===== config.mk =====
export PLATFORM = sky130hd
export DESIGN_NAME = gpio_pulse_command_engine_core
export DESIGN_NICKNAME = d
export VERILOG_FILES = /design/src/design/gpce_pkg.sv /design/src/design/gpce_front.sv /design/src/design/gpce_back.sv /design/src/design/gpio_pulse_command_engine_core.sv
export VERILOG_INCLUDE_DIRS = /design/src /design/src/design
export SDC_FILE = /design/constraint.sdc
export NUM_CORES = 1
export LEC_CHECK = 0
export CORE_ASPECT_RATIO = 1.5
export CORE_MARGIN = 2
export CORE_UTILIZATION = 32
export DETAILED_ROUTE_END_ITERATION = 10
export DONT_BUFFER_PORTS = 1
export GPL_ROUTABILITY_DRIVEN = 0
export GPL_TIMING_DRIVEN = 0
export PLACE_DENSITY = 0.49
export RECOVER_POWER = 50
export SYNTH_ARGS = -nofsm -noshare
export SYNTH_HDL_FRONTEND = slang
export SYNTH_SLANG_ARGS = --single-unit

===== constraint.sdc =====
create_clock -name clk -period 20.1 [get_ports clk]
set_input_delay 3.015 -clock clk [delete_from_list [all_inputs] [get_ports clk]]
set_output_delay 3.015 -clock clk [all_outputs]
set_load 0.02 [all_outputs]

===== src/design/gpio_pulse_command_engine_core_macros.svh =====
// Assertion macros for the pulse command engine.
// Included by the modules that carry checks; needs signals named clk and rst.
`ifndef GPIO_PULSE_COMMAND_ENGINE_CORE_MACROS_SVH
`define GPIO_PULSE_COMMAND_ENGINE_CORE_MACROS_SVH
`ifndef SYNTHESIS
`define GPCE_ASSERT_IMPL(lbl, ante, cons) \
  lbl: assert property (@(posedge clk) disable iff (rst) (ante) |-> (cons)) \
    else $error("gpce assertion failed");
`define GPCE_ASSERT_NEXT(lbl, ante, cons) \
  lbl: assert property (@(posedge clk) disable iff (rst) (ante) |=> (cons)) \
    else $error("gpce assertion failed");
`else
`define GPCE_ASSERT_IMPL(lbl, ante, cons)
`define GPCE_ASSERT_NEXT(lbl, ante, cons)
`endif
`endif


===== src/design/gpce_pkg.sv =====
// Shared types and codes of the pulse command engine.
// No dependencies; used by every module of the block.
package gpce_pkg;

  localparam int MAX_PINS   = 64;
  localparam int PIN_IDX_W  = $clog2(MAX_PINS);
  localparam int DUR_W      = 23;
  localparam int CMDQ_DEPTH = 4;
  localparam int CMDQ_PTR_W = $clog2(CMDQ_DEPTH);
  localparam int RESQ_DEPTH = 2;
  localparam int RESQ_PTR_W = $clog2(RESQ_DEPTH);

  localparam logic [DUR_W-1:0] MIN_DUR_RESET = DUR_W'(100);
  localparam logic [DUR_W-1:0] MAX_DUR_RESET = DUR_W'(5000000);

  localparam logic [1:0] ACT_TICK   = 2'd0;
  localparam logic [1:0] ACT_WRITE  = 2'd1;
  localparam logic [1:0] ACT_PULSE  = 2'd2;
  localparam logic [1:0] ACT_UNUSED = 2'd3;

  localparam logic [1:0] PH_REJECTED  = 2'd0;
  localparam logic [1:0] PH_ASSERTED  = 2'd1;
  localparam logic [1:0] PH_COMPLETED = 2'd2;
  localparam logic [1:0] PH_WRITE     = 2'd3;

  localparam logic [2:0] ST_OK           = 3'd0;
  localparam logic [2:0] ST_BAD_INSTANCE = 3'd1;
  localparam logic [2:0] ST_BAD_PIN      = 3'd2;
  localparam logic [2:0] ST_NOT_PULSE    = 3'd3;
  localparam logic [2:0] ST_BAD_DURATION = 3'd4;
  localparam logic [2:0] ST_NOT_WRITABLE = 3'd5;
  localparam logic [2:0] ST_BUSY         = 3'd6;

  localparam logic [2:0] REG_INSTANCE_ID  = 3'd0;
  localparam logic [2:0] REG_PIN_COUNT    = 3'd1;
  localparam logic [2:0] REG_WRITABLE     = 3'd2;
  localparam logic [2:0] REG_PULSE_ENABLE = 3'd3;
  localparam logic [2:0] REG_MIN_DUR      = 3'd4;
  localparam logic [2:0] REG_MAX_DUR      = 3'd5;

  typedef struct packed {
    logic [7:0]          instance_id;
    logic [6:0]          pin_count;
    logic [63:0]         writable_mask;
    logic [63:0]         pulse_enable_mask;
    logic [DUR_W-1:0]    min_length_us;
    logic [DUR_W-1:0]    max_length_us;
  } cfg_t;

  typedef struct packed {
    logic [1:0]  action;
    logic [2:0]  status;
    logic [7:0]  inst;
    logic [15:0] pin;
    logic        level;
    logic [31:0] dur;
    logic [7:0]  tag;
  } cmd_t;

  typedef struct packed {
    logic [1:0]          phase;
    logic [2:0]          status;
    logic [7:0]          inst;
    logic [15:0]         pin;
    logic [31:0]         dur;
    logic [7:0]          tag;
    logic [MAX_PINS-1:0] levels;
  } result_t;

endpackage


===== src/design/gpce_front.sv =====
// Front end: accepts requests, runs the configuration checks, queues them.
// Depends on gpce_pkg and the assertion macro header.
`include "gpio_pulse_command_engine_core_macros.svh"
module gpce_front (
  input  logic                clk,
  input  logic                rst,
  input  gpce_pkg::cfg_t      cfg,
  input  logic                in_push,
  output logic                in_full,
  input  logic [1:0]          action,
  input  logic [15:0]         instance_req,
  input  logic [15:0]         pin_index,
  input  logic                level,
  input  logic [31:0]         length_us,
  input  logic [7:0]          tag,
  output gpce_pkg::cmd_t      head,
  output logic                head_valid,
  input  logic                head_pop
);

  gpce_pkg::cmd_t                cmdq [gpce_pkg::CMDQ_DEPTH];
  logic [gpce_pkg::CMDQ_PTR_W-1:0] wr_ptr;
  logic [gpce_pkg::CMDQ_PTR_W-1:0] rd_ptr;
  logic [gpce_pkg::CMDQ_PTR_W:0]   count;
  logic [gpce_pkg::CMDQ_PTR_W:0]   count_next;

  gpce_pkg::cmd_t                  cls;
  logic                            wr_en;
  logic                            pin_ok;
  logic                            dur_ok;
  logic [gpce_pkg::PIN_IDX_W-1:0]  pin_sel;

  assign in_full    = (count == (gpce_pkg::CMDQ_PTR_W+1)'(gpce_pkg::CMDQ_DEPTH));
  assign head_valid = (count != '0);
  assign head       = cmdq[rd_ptr];
  assign wr_en      = in_push && !in_full && (action != gpce_pkg::ACT_UNUSED);

  always_comb begin
    pin_sel = pin_index[gpce_pkg::PIN_IDX_W-1:0];
    pin_ok  = (pin_index < {9'b0, cfg.pin_count}) &&
              (pin_index < 16'(gpce_pkg::MAX_PINS));
    dur_ok  = !(length_us < {9'b0, cfg.min_length_us}) &&
              !(length_us > {9'b0, cfg.max_length_us}) &&
              (length_us != '0);
    cls.action = action;
    cls.inst   = instance_req[7:0];
    cls.pin    = pin_index;
    cls.level  = level;
    cls.dur    = length_us;
    cls.tag    = tag;
    cls.status = gpce_pkg::ST_OK;
    priority if (instance_req != {8'b0, cfg.instance_id}) begin
      cls.status = gpce_pkg::ST_BAD_INSTANCE;
    end else if (!pin_ok) begin
      cls.status = gpce_pkg::ST_BAD_PIN;
    end else if (action == gpce_pkg::ACT_PULSE && !cfg.pulse_enable_mask[pin_sel]) begin
      cls.status = gpce_pkg::ST_NOT_PULSE;
    end else if (action == gpce_pkg::ACT_PULSE && !dur_ok) begin
      cls.status = gpce_pkg::ST_BAD_DURATION;
    end else if (!cfg.writable_mask[pin_sel]) begin
      cls.status = gpce_pkg::ST_NOT_WRITABLE;
    end else begin
      cls.status = gpce_pkg::ST_OK;
    end
  end

  always_comb begin
    count_next = count;
    if (wr_en && !head_pop) begin
      count_next = count + 1'b1;
    end else if (!wr_en && head_pop) begin
      count_next = count - 1'b1;
    end
  end

  always_ff @(posedge clk) begin
    if (rst) begin
      wr_ptr <= '0;
      rd_ptr <= '0;
      count  <= '0;
    end else begin
      count <= count_next;
      if (wr_en) begin
        wr_ptr <= wr_ptr + 1'b1;
      end
      if (head_pop) begin
        rd_ptr <= rd_ptr + 1'b1;
      end
    end
  end

  always_ff @(posedge clk) begin
    if (wr_en) begin
      cmdq[wr_ptr] <= cls;
    end
  end

  `GPCE_ASSERT_IMPL(a_no_write_when_full, wr_en, !in_full)
  `GPCE_ASSERT_IMPL(a_pop_needs_entry, head_pop, head_valid)
  `GPCE_ASSERT_NEXT(a_count_tracks, wr_en && !head_pop, count == $past(count) + 1'b1)

endmodule


===== src/design/gpce_back.sv =====
// Back end: owns pulse and pin state, executes queued requests, queues results.
// Depends on gpce_pkg and the assertion macro header.
`include "gpio_pulse_command_engine_core_macros.svh"
module gpce_back (
  input  logic                clk,
  input  logic                rst,
  input  gpce_pkg::cmd_t      head,
  input  logic                head_valid,
  output logic                head_pop,
  input  logic                res_pop,
  output logic                res_empty,
  output gpce_pkg::result_t   res_head
);

  logic                                 pulse_busy;
  logic                                 pulse_busy_next;
  logic [gpce_pkg::PIN_IDX_W-1:0]       pulse_pin;
  logic [gpce_pkg::PIN_IDX_W-1:0]       pulse_pin_next;
  logic [gpce_pkg::DUR_W-1:0]           remaining_us;
  logic [gpce_pkg::DUR_W-1:0]           remaining_us_next;
  logic [gpce_pkg::DUR_W-1:0]           pulse_length;
  logic [gpce_pkg::DUR_W-1:0]           pulse_length_next;
  logic [7:0]                           pulse_tag;
  logic [7:0]                           pulse_tag_next;
  logic [7:0]                           instance_held;
  logic [7:0]                           instance_held_next;
  logic [gpce_pkg::MAX_PINS-1:0]        output_levels;
  logic [gpce_pkg::MAX_PINS-1:0]        output_levels_next;

  gpce_pkg::result_t                    res;
  logic                                 emit;

  gpce_pkg::result_t                    resq [gpce_pkg::RESQ_DEPTH];
  logic [gpce_pkg::RESQ_PTR_W-1:0]      res_wr;
  logic [gpce_pkg::RESQ_PTR_W-1:0]      res_rd;
  logic [gpce_pkg::RESQ_PTR_W:0]        res_count;
  logic                                 res_push;
  logic                                 res_take;
  logic [gpce_pkg::PIN_IDX_W-1:0]       cmd_pin;

  assign head_pop  = head_valid &&
                     (res_count != (gpce_pkg::RESQ_PTR_W+1)'(gpce_pkg::RESQ_DEPTH));
  assign res_empty = (res_count == '0);
  assign res_head  = resq[res_rd];
  assign res_push  = head_pop && emit;
  assign res_take  = res_pop && !res_empty;
  assign cmd_pin   = head.pin[gpce_pkg::PIN_IDX_W-1:0];

  always_comb begin
    pulse_busy_next    = pulse_busy;
    pulse_pin_next     = pulse_pin;
    remaining_us_next  = remaining_us;
    pulse_length_next  = pulse_length;
    pulse_tag_next     = pulse_tag;
    instance_held_next = instance_held;
    output_levels_next = output_levels;
    emit               = 1'b0;
    res.phase          = gpce_pkg::PH_WRITE;
    res.status         = head.status;
    res.inst           = head.inst;
    res.pin            = head.pin;
    res.dur            = head.dur;
    res.tag            = head.tag;
    unique case (head.action)
      gpce_pkg::ACT_TICK: begin
        if (pulse_busy) begin
          if (remaining_us > gpce_pkg::DUR_W'(1)) begin
            remaining_us_next = remaining_us - 1'b1;
          end else begin
            remaining_us_next = '0;
            pulse_busy_next   = 1'b0;
            output_levels_next[pulse_pin] = 1'b0;
            emit       = 1'b1;
            res.phase  = gpce_pkg::PH_COMPLETED;
            res.status = gpce_pkg::ST_OK;
            res.inst   = instance_held;
            res.pin    = 16'(pulse_pin);
            res.dur    = 32'(pulse_length);
            res.tag    = pulse_tag;
          end
        end
      end
      gpce_pkg::ACT_WRITE: begin
        emit      = 1'b1;
        res.phase = gpce_pkg::PH_WRITE;
        res.dur   = '0;
        res.tag   = '0;
        if (head.status == gpce_pkg::ST_OK) begin
          output_levels_next[cmd_pin] = head.level;
        end
      end
      gpce_pkg::ACT_PULSE: begin
        emit = 1'b1;
        if (head.status != gpce_pkg::ST_OK) begin
          res.phase = gpce_pkg::PH_REJECTED;
        end else if (pulse_busy) begin
          res.phase  = gpce_pkg::PH_REJECTED;
          res.status = gpce_pkg::ST_BUSY;
        end else begin
          res.phase          = gpce_pkg::PH_ASSERTED;
          pulse_busy_next    = 1'b1;
          pulse_pin_next     = cmd_pin;
          remaining_us_next  = head.dur[gpce_pkg::DUR_W-1:0];
          pulse_length_next  = head.dur[gpce_pkg::DUR_W-1:0];
          pulse_tag_next     = head.tag;
          instance_held_next = head.inst;
          output_levels_next[cmd_pin] = 1'b1;
        end
      end
      default: begin
        emit = 1'b0;
      end
    endcase
    res.levels = output_levels_next;
  end

  always_ff @(posedge clk) begin
    if (rst) begin
      pulse_busy    <= 1'b0;
      pulse_pin     <= '0;
      remaining_us  <= '0;
      pulse_length  <= '0;
      pulse_tag     <= '0;
      instance_held <= '0;
      output_levels <= '0;
    end else if (head_pop) begin
      pulse_busy    <= pulse_busy_next;
      pulse_pin     <= pulse_pin_next;
      remaining_us  <= remaining_us_next;
      pulse_length  <= pulse_length_next;
      pulse_tag     <= pulse_tag_next;
      instance_held <= instance_held_next;
      output_levels <= output_levels_next;
    end
  end

  always_ff @(posedge clk) begin
    if (rst) begin
      res_wr    <= '0;
      res_rd    <= '0;
      res_count <= '0;
    end else begin
      if (res_push) begin
        res_wr <= res_wr + 1'b1;
      end
      if (res_take) begin
        res_rd <= res_rd + 1'b1;
      end
      if (res_push && !res_take) begin
        res_count <= res_count + 1'b1;
      end else if (!res_push && res_take) begin
        res_count <= res_count - 1'b1;
      end
    end
  end

  always_ff @(posedge clk) begin
    if (res_push) begin
      resq[res_wr] <= res;
    end
  end

  `GPCE_ASSERT_IMPL(a_idle_count_zero, !pulse_busy, remaining_us == '0)
  `GPCE_ASSERT_IMPL(a_busy_count_live, pulse_busy, remaining_us != '0)
  `GPCE_ASSERT_IMPL(a_resq_bound, 1'b1,
                    res_count <= (gpce_pkg::RESQ_PTR_W+1)'(gpce_pkg::RESQ_DEPTH))

endmodule


===== src/design/gpio_pulse_command_engine_core.sv =====
// Pulse command engine: one request per cycle in unless full, one result per cycle
// out unless empty. A request is registered in the request queue, its result (if any)
// in the result queue, which drives the ports. Four-entry request and two-entry result
// queues absorb stalls. The back end takes one request per cycle while resq has room.
// Reset (rst, synchronous): queues empty, all pins low, no pulse, registers to defaults.
// Depends on gpce_pkg, gpce_front and gpce_back.
module gpio_pulse_command_engine_core (
  input  logic         clk,
  input  logic         rst,
  input  logic         cfg_we,
  input  logic [2:0]   cfg_index,
  input  logic [63:0]  cfg_data,
  input  logic         push,
  output logic         full,
  input  logic [1:0]   action,
  input  logic [15:0]  instance_req,
  input  logic [15:0]  pin_index,
  input  logic         level,
  input  logic [31:0]  length_us,
  input  logic [7:0]   tag,
  output logic         empty,
  input  logic         pop,
  output logic [1:0]   phase,
  output logic [2:0]   status,
  output logic [7:0]   instance_out,
  output logic [15:0]  pin_out,
  output logic [31:0]  duration_out,
  output logic [7:0]   tag_out,
  output logic [63:0]  pin_levels
);

  gpce_pkg::cfg_t    cfg;
  gpce_pkg::cmd_t    head;
  logic              head_valid;
  logic              head_pop;
  gpce_pkg::result_t res_head;

  always_ff @(posedge clk) begin
    if (rst) begin
      cfg.instance_id       <= '0;
      cfg.pin_count         <= '0;
      cfg.writable_mask     <= '0;
      cfg.pulse_enable_mask <= '0;
      cfg.min_length_us     <= gpce_pkg::MIN_DUR_RESET;
      cfg.max_length_us     <= gpce_pkg::MAX_DUR_RESET;
    end else if (cfg_we) begin
      unique case (cfg_index)
        gpce_pkg::REG_INSTANCE_ID:  cfg.instance_id       <= cfg_data[7:0];
        gpce_pkg::REG_PIN_COUNT:    cfg.pin_count         <= cfg_data[6:0];
        gpce_pkg::REG_WRITABLE:     cfg.writable_mask     <= cfg_data;
        gpce_pkg::REG_PULSE_ENABLE: cfg.pulse_enable_mask <= cfg_data;
        gpce_pkg::REG_MIN_DUR:
          cfg.min_length_us <= cfg_data[gpce_pkg::DUR_W-1:0];
        gpce_pkg::REG_MAX_DUR:
          cfg.max_length_us <= cfg_data[gpce_pkg::DUR_W-1:0];
        default: begin
        end
      endcase
    end
  end

  gpce_front u_front (
    .clk          (clk),
    .rst          (rst),
    .cfg          (cfg),
    .in_push      (push),
    .in_full      (full),
    .action       (action),
    .instance_req (instance_req),
    .pin_index    (pin_index),
    .level        (level),
    .length_us    (length_us),
    .tag          (tag),
    .head         (head),
    .head_valid   (head_valid),
    .head_pop     (head_pop)
  );

  gpce_back u_back (
    .clk        (clk),
    .rst        (rst),
    .head       (head),
    .head_valid (head_valid),
    .head_pop   (head_pop),
    .res_pop    (pop),
    .res_empty  (empty),
    .res_head   (res_head)
  );

  assign phase        = res_head.phase;
  assign status       = res_head.status;
  assign instance_out = res_head.inst;
  assign pin_out      = res_head.pin;
  assign duration_out = res_head.dur;
  assign tag_out      = res_head.tag;
  assign pin_levels   = 64'(res_head.levels);

endmodule

---- After elaboration in Yosys (flattened, before gate mapping) ----
Memory sizes are Yosys's and may differ from the RTL's. A register that Yosys moved wholly into a read port is not among the register bits.
Index checks and enable logic that the tools add are counted.
word-level totals
  bits in read-only memories .............. 0
  output and inout port bits .............. 135
  memories ................................ 2
  word-level logic and storage cells ...... 160
  input bits .............................. 147
  register bits after elaboration ......... 333
  bits in writable memories ............... 546
  bits in latches ......................... 0
memories
  memory        words  bits a word  rd ports  clocked after Yosys merged registers in  wr ports  RTL line          source
  u_front.cmdq  4      70           1         1                                        1         gpce_front.sv:21  gpce_pkg::cmd_t cmdq [gpce_pkg::CMDQ_DEPTH];
  u_back.resq   2      133          1         1                                        1         gpce_back.sv:33   gpce_pkg::result_t resq [gpce_pkg::RESQ_DEPTH];
operators by class
  $mul .................................... 0
  mux-type cells .......................... 54
  div/mod/pow operators ................... 0
  $lt $le $gt $ge ......................... 10
  add/sub/neg operators ................... 9
  shifts and indexed selects .............. 0
  bitwise operators ....................... 5
  reduce and logical (&&, ||, !) cells .... 46
  eq/ne operators ......................... 15
operator list
  operator                                                         number
  two-way mux 64 bit                                               5
  case mux 64 bit (3 select lines)                                 1
  two-way mux 23 bit                                               4
  case mux 40 bit (2 select lines)                                 1
  two-way mux 69 bit                                               1
  two-way mux 68 bit                                               1
  AND 64 bit                                                       1
  bitwise mux 64 bit                                               1
  NOT 64 bit                                                       1
  bitwise OR 64 bit                                                1
  case mux 23 bit (2 select lines)                                 1
  greater-than comparator 32 x 23 -> 1 bit                         1
  less-than comparator 32 x 23 -> 1 bit                            1
  nonzero test 32 bit                                              1
  two-way mux 3 bit                                                9
  two-way mux 24 bit                                               1
  greater-than comparator 23 x 1 -> 1 bit (second input constant)  1
  subtractor 23 x 1 -> 23 bit (second input constant)              1
  less-than comparator 6 x 7 -> 1 bit (second input constant)      3
  logical AND 1 bit                                                16
  less-than comparator 16 x 7 -> 1 bit                             1
  less-than comparator 16 x 7 -> 1 bit (second input constant)     1
  two-way mux 1 bit                                                16
  != test 16 x 8 -> 1 bit                                          1
  30 further kinds                                                 68

---- Longest topological paths before layout ----
  depth in word-level cells ............... 10
  mapped depth ............................ 16
  gate-level depth less buffers ........... 11

---- Cells and area by module ----
From an unflattened synthesis, not the netlist that was laid out.
unflattened totals
  cell total of the unflattened synthesis .. 3,066
  area, all modules ....................... 39,520.4 µm²
modules (own cells, without submodules)
  module                          area each (µm²)  times used  cells an instance  seq. area each (µm²)
  gpce_back                       18,845.6         1           1,665              10,750.3
  gpce_front                      13,092.6         1           704                8,588.2
  gpio_pulse_command_engine_core  7,582.3          1           697                3,783.6

---- Worst setup path before layout ----
No wires, ideal clock.
  path type ............................... flip-flop to flip-flop
  from .................................... register (tool-made name)
  to ...................................... memory u_back.resq[0][0] in the netlist's numbering, enable pin
  setup time .............................. 0.952 ns
  path slack .............................. 3.900 ns
  period minus slack after synthesis ...... 16.200 ns
  required time ........................... 19.148 ns
  stages on the path, launching flop included .. 13
  arrival ................................. 15.249 ns
  buffers on the path ..................... 5
  path through ............................ dfxtp_1 -> buf_6 -> buf_4 -> buf_2 -> buf_1 -> mux4_2 -> inv_1 -> ha_1 -> nand2_1 -> nor2_1 -> buf_2 -> nor2_1 -> nor4_1
RTL lines
  item       RTL line
  to (decl)  gpce_back.sv:33

---- Worst setup path in the final report ----
  from .................................... input port action[0]
  to ...................................... memory u_front.cmdq[2][49] in the netlist's numbering, enable pin
on the way
  longest elaborated chain between the ends .. 4
ends and longest elaborated chain
  item                                     RTL line                              source
  from (decl)                              gpio_pulse_command_engine_core.sv:15  input logic [1:0] action,
  != test 2 bit                            gpce_front.sv:36                      assign wr_en = in_push && !in_full && (action != gpce_pkg::ACT_UNUSED);
  logical AND 1 bit                        gpce_front.sv:36
  named net u_front.wr_en                  gpce_front.sv:28                      logic wr_en;
  two-way mux 1 bit                        gpce_front.sv:93                      if (wr_en) begin
  two-way mux 1 bit (not written as such)  gpce_front.sv:94                      cmdq[wr_ptr] <= cls;
  to (decl)                                gpce_front.sv:21
The timed path passes the listed nets, and every way through them passes these cells.

==> impl_metrics.ini <==
[layout]
fillers = 11600
final_util = 0.365
final_cells = 4983
nNetsFinal = 3565
ff_latch_area_sq_mm = 0.0231
multiInputGateArea_sq_mm = 0.0136
num_antenna_cells = 0
drive_above_1_share = 0.129
syn2layout_area_growth_pct = 13.2

[logic_synthesis]
syn_inst = 3237
yosys-top-cells-area = edfxtp_1, dfxtp_1, nand2_1
ys.flop_type = edfxtp_1
netlist.area_leader.share = 0.434
yosys_warnings = 0
synth_async_sr_flop_share = 0
yosysUniqueCellTypes = 70
syn_avg_cell_area_sq_um = 11.7
yosys_register_bits = 882
yosysMostFrequentCell = nand2_1
synth_edf_count = 546
synth_fp_nets = 3449
synthTopCellsByCount = nand2_1, edfxtp_1, a21oi_1
yosysSeqAreaShare = 0.611
yosys.area.top_type = edfxtp_1
synth_area_sq_mm = 0.0378

[worst_setup_path]
end_kind = flip-flop
cp_data_arrival_time_ps = 7650
path_class = in2reg
cp-start-kind = input pin
r2r_slack_ps = 12770
critPathRequiredTime_ps = 20270
cp_max_fo = 53

[drt]
drt_iter0_drc = 2028
drc = 0
ant_nets = 0
avgRoutedWirePerCell_microns = 23.9
avgViaCountPerCell = 5.18
num_vias = 25800
wirelength_microns = 119000
dr.pass1.iters = 5

[sta]
worstMarginPinSlew_ps = 3560
hold_viol = 0
finalCritPeriodShare = 0.372
drv_slew = 244
rsz0062_at_grt = no
maxSlewHeadroom = -1.37
fin_crit_ps = 7480
skew_ps = 44.7
setup_viol = 0
clock.fmax_mhz = 134

[global_route]
grt.total_usage = 0.193
globalRouteOverflowTotal = 0
antenna_found_initial = 2
grt_pass1_vias = 25700
grt_max_degree = 55
grt_pass1_wl_microns = 173000

[cts]
h-tree-depth = 3
clock-root-buffer = clkbuf_16
cts_tree = yes
cts_num_sinks = 882
post_cts_resized = 0
numCtsBuffers = 87
ctsHoldBuffers = 0
postCtsSetupBuffers = 0
cts_buffer_depth = 3
path_clk_slew_ps = 60
clk_latency_ps = 680

[floorplanning]
core_sq_mm = 0.117
die_y_microns = 425
die_area_sq_mm = 0.121
die_w_microns = 285
start_util = 0.322
fp-row-count = 154
io_pins = 282

[pwr]
p_leak_nw = 13.7
p_per_area_mw_per_mm2 = 132
ir_drop_uv = 70.9

[outcome]
status = finished with violations
violations = capacitance limit, slew limit

[worst_hold_path]
hold_class = reg2reg

[placement]
dp_cells = 4824
io_buffers = 0
hpwlAfterDp_microns = 87500

[run]
max-cap-violations = 7
## final cells by class
type | instances | area share
buffer | 209 | 0.0196
clock buffer | 116 | 0.0566
clock inverter | 43 | 0.00886
inverter | 74 | 0.00649
multi-input combinational | 2072 | 0.317
sequential | 882 | 0.540
tap | 1560 | 0.0456
timing repair buffer | 27 | 0.00515
## flip-flops by register name (all words and copies together), names as in the netlist, named ones only
signal and flops:
u_front.cmdq 280, u_back.resq 266, cfg 189, u_back.output_levels 64
u_back.pulse_length 23, u_back.remaining_us 23, u_back.instance_held 8, u_back.pulse_tag 8
u_back.pulse_pin 6, u_front.count 3, u_back.res_count 2, u_front.rd_ptr 2
u_front.wr_ptr 2, u_back.pulse_busy 1, u_back.res_rd 1, u_back.res_wr 1
## metal layers
metal | share of wire | vias to the layer above | track usage
met5 | 0 | - | 0
met2 | 0.52 | 753 | 0.350
met3 | 0.062 | 203 | 0.0422
li1 | - | 12000 | -
met4 | 0.039 | 0 | 0.0777
met1 | 0.38 | 12800 | 0.218
## worst max-delay path: stages
cell and delay, ps:
nand2_1 40, nand2_1 240, nor2_1 480, and2_0 1200
clkbuf_1 2570
## metrics by stage
stage	area, sq um	worst slack (ps)	power [W]	TNS [ps]	hold slack, ps
6_report	42800	12620	0.00565	0	452
5_1_grt	42800	12220	0.00589	0	470
4_1_cts	42900	13350	0.00571	0	454
3_5_place_dp	40100	13420	0.00407	0	445
3_3_place_gp	39800	-7320	0.00412	-968230	438
2_1_floorplan	37800	3900	0.00353	0	433
## worst paths after layout
| path | start | endpoint | cells past startpoint |
|---|---|---|---|
| setup / recovery | action[0] | u_front.cmdq[2][49]$_DFFE_PP_ | 5 |
| hold / removal | cfg[91]$_SDFFE_PP0P_ | cfg[91]$_SDFFE_PP0P_ | 2 |
| setup reg to reg | flip-flop | u_back.resq[0][99]$_DFFE_PP_ | 20 |
| hold reg to reg | cfg[91]$_SDFFE_PP0P_ | cfg[91]$_SDFFE_PP0P_ | 2 |
## cells by family (layout without fill, tap and decap cells)
| kind of cell | Yosys count | count (layout) | share of synthesized area |
|---|---|---|---|
| flip-flops | 882 | 882 | 0.611 |
| AND/OR/NAND/NOR | 1050 | 1050 | 0.120 |
| multiplexers | 251 | 251 | 0.105 |
| adder cells (fa/ha/maj) | 65 | 65 | 0.0217 |
| XOR/XNOR | 21 | 21 | 0.00486 |
| buffers and inverters | 283 | 469 | 0.0296 |
| AO/OA/AOI/OAI | 685 | 685 | 0.108 |
## power breakdown
part	switching, W	internal (W)	total (W)
combinational	0.00123	0.000521	0.00175
clock	0.000714	0.000914	0.00163
sequential	0.0000529	0.00222	0.00227
total	0.00200	0.00365	0.00565
## cell usage in the layout, fill, tap and decap left out, types with 13 or more instances in the layout
cell,n
clkbuf_1,191
a311oi_1,23
o21ai_0,115
nand3_1,38
nor3_1,26
nand2b_1,15
ha_1,64
o22ai_1,13
mux2_2,134
a21oi_1,340
nor4_1,19
buf_1,15
and2_1,19
a21o_1,13
nand2_1,641
nand4_1,13
a31oi_1,42
mux2i_1,14
buf_2,24
nor2b_1,14
mux4_2,103
a211oi_1,13
clkbuf_16,91
buf_4,20
o31ai_1,13
nor2_1,191
dfxtp_1,336
edfxtp_1,546
a22o_1,45
a22oi_1,22
inv_1,74
Note: power is estimated with default switching activity, not from simulation.
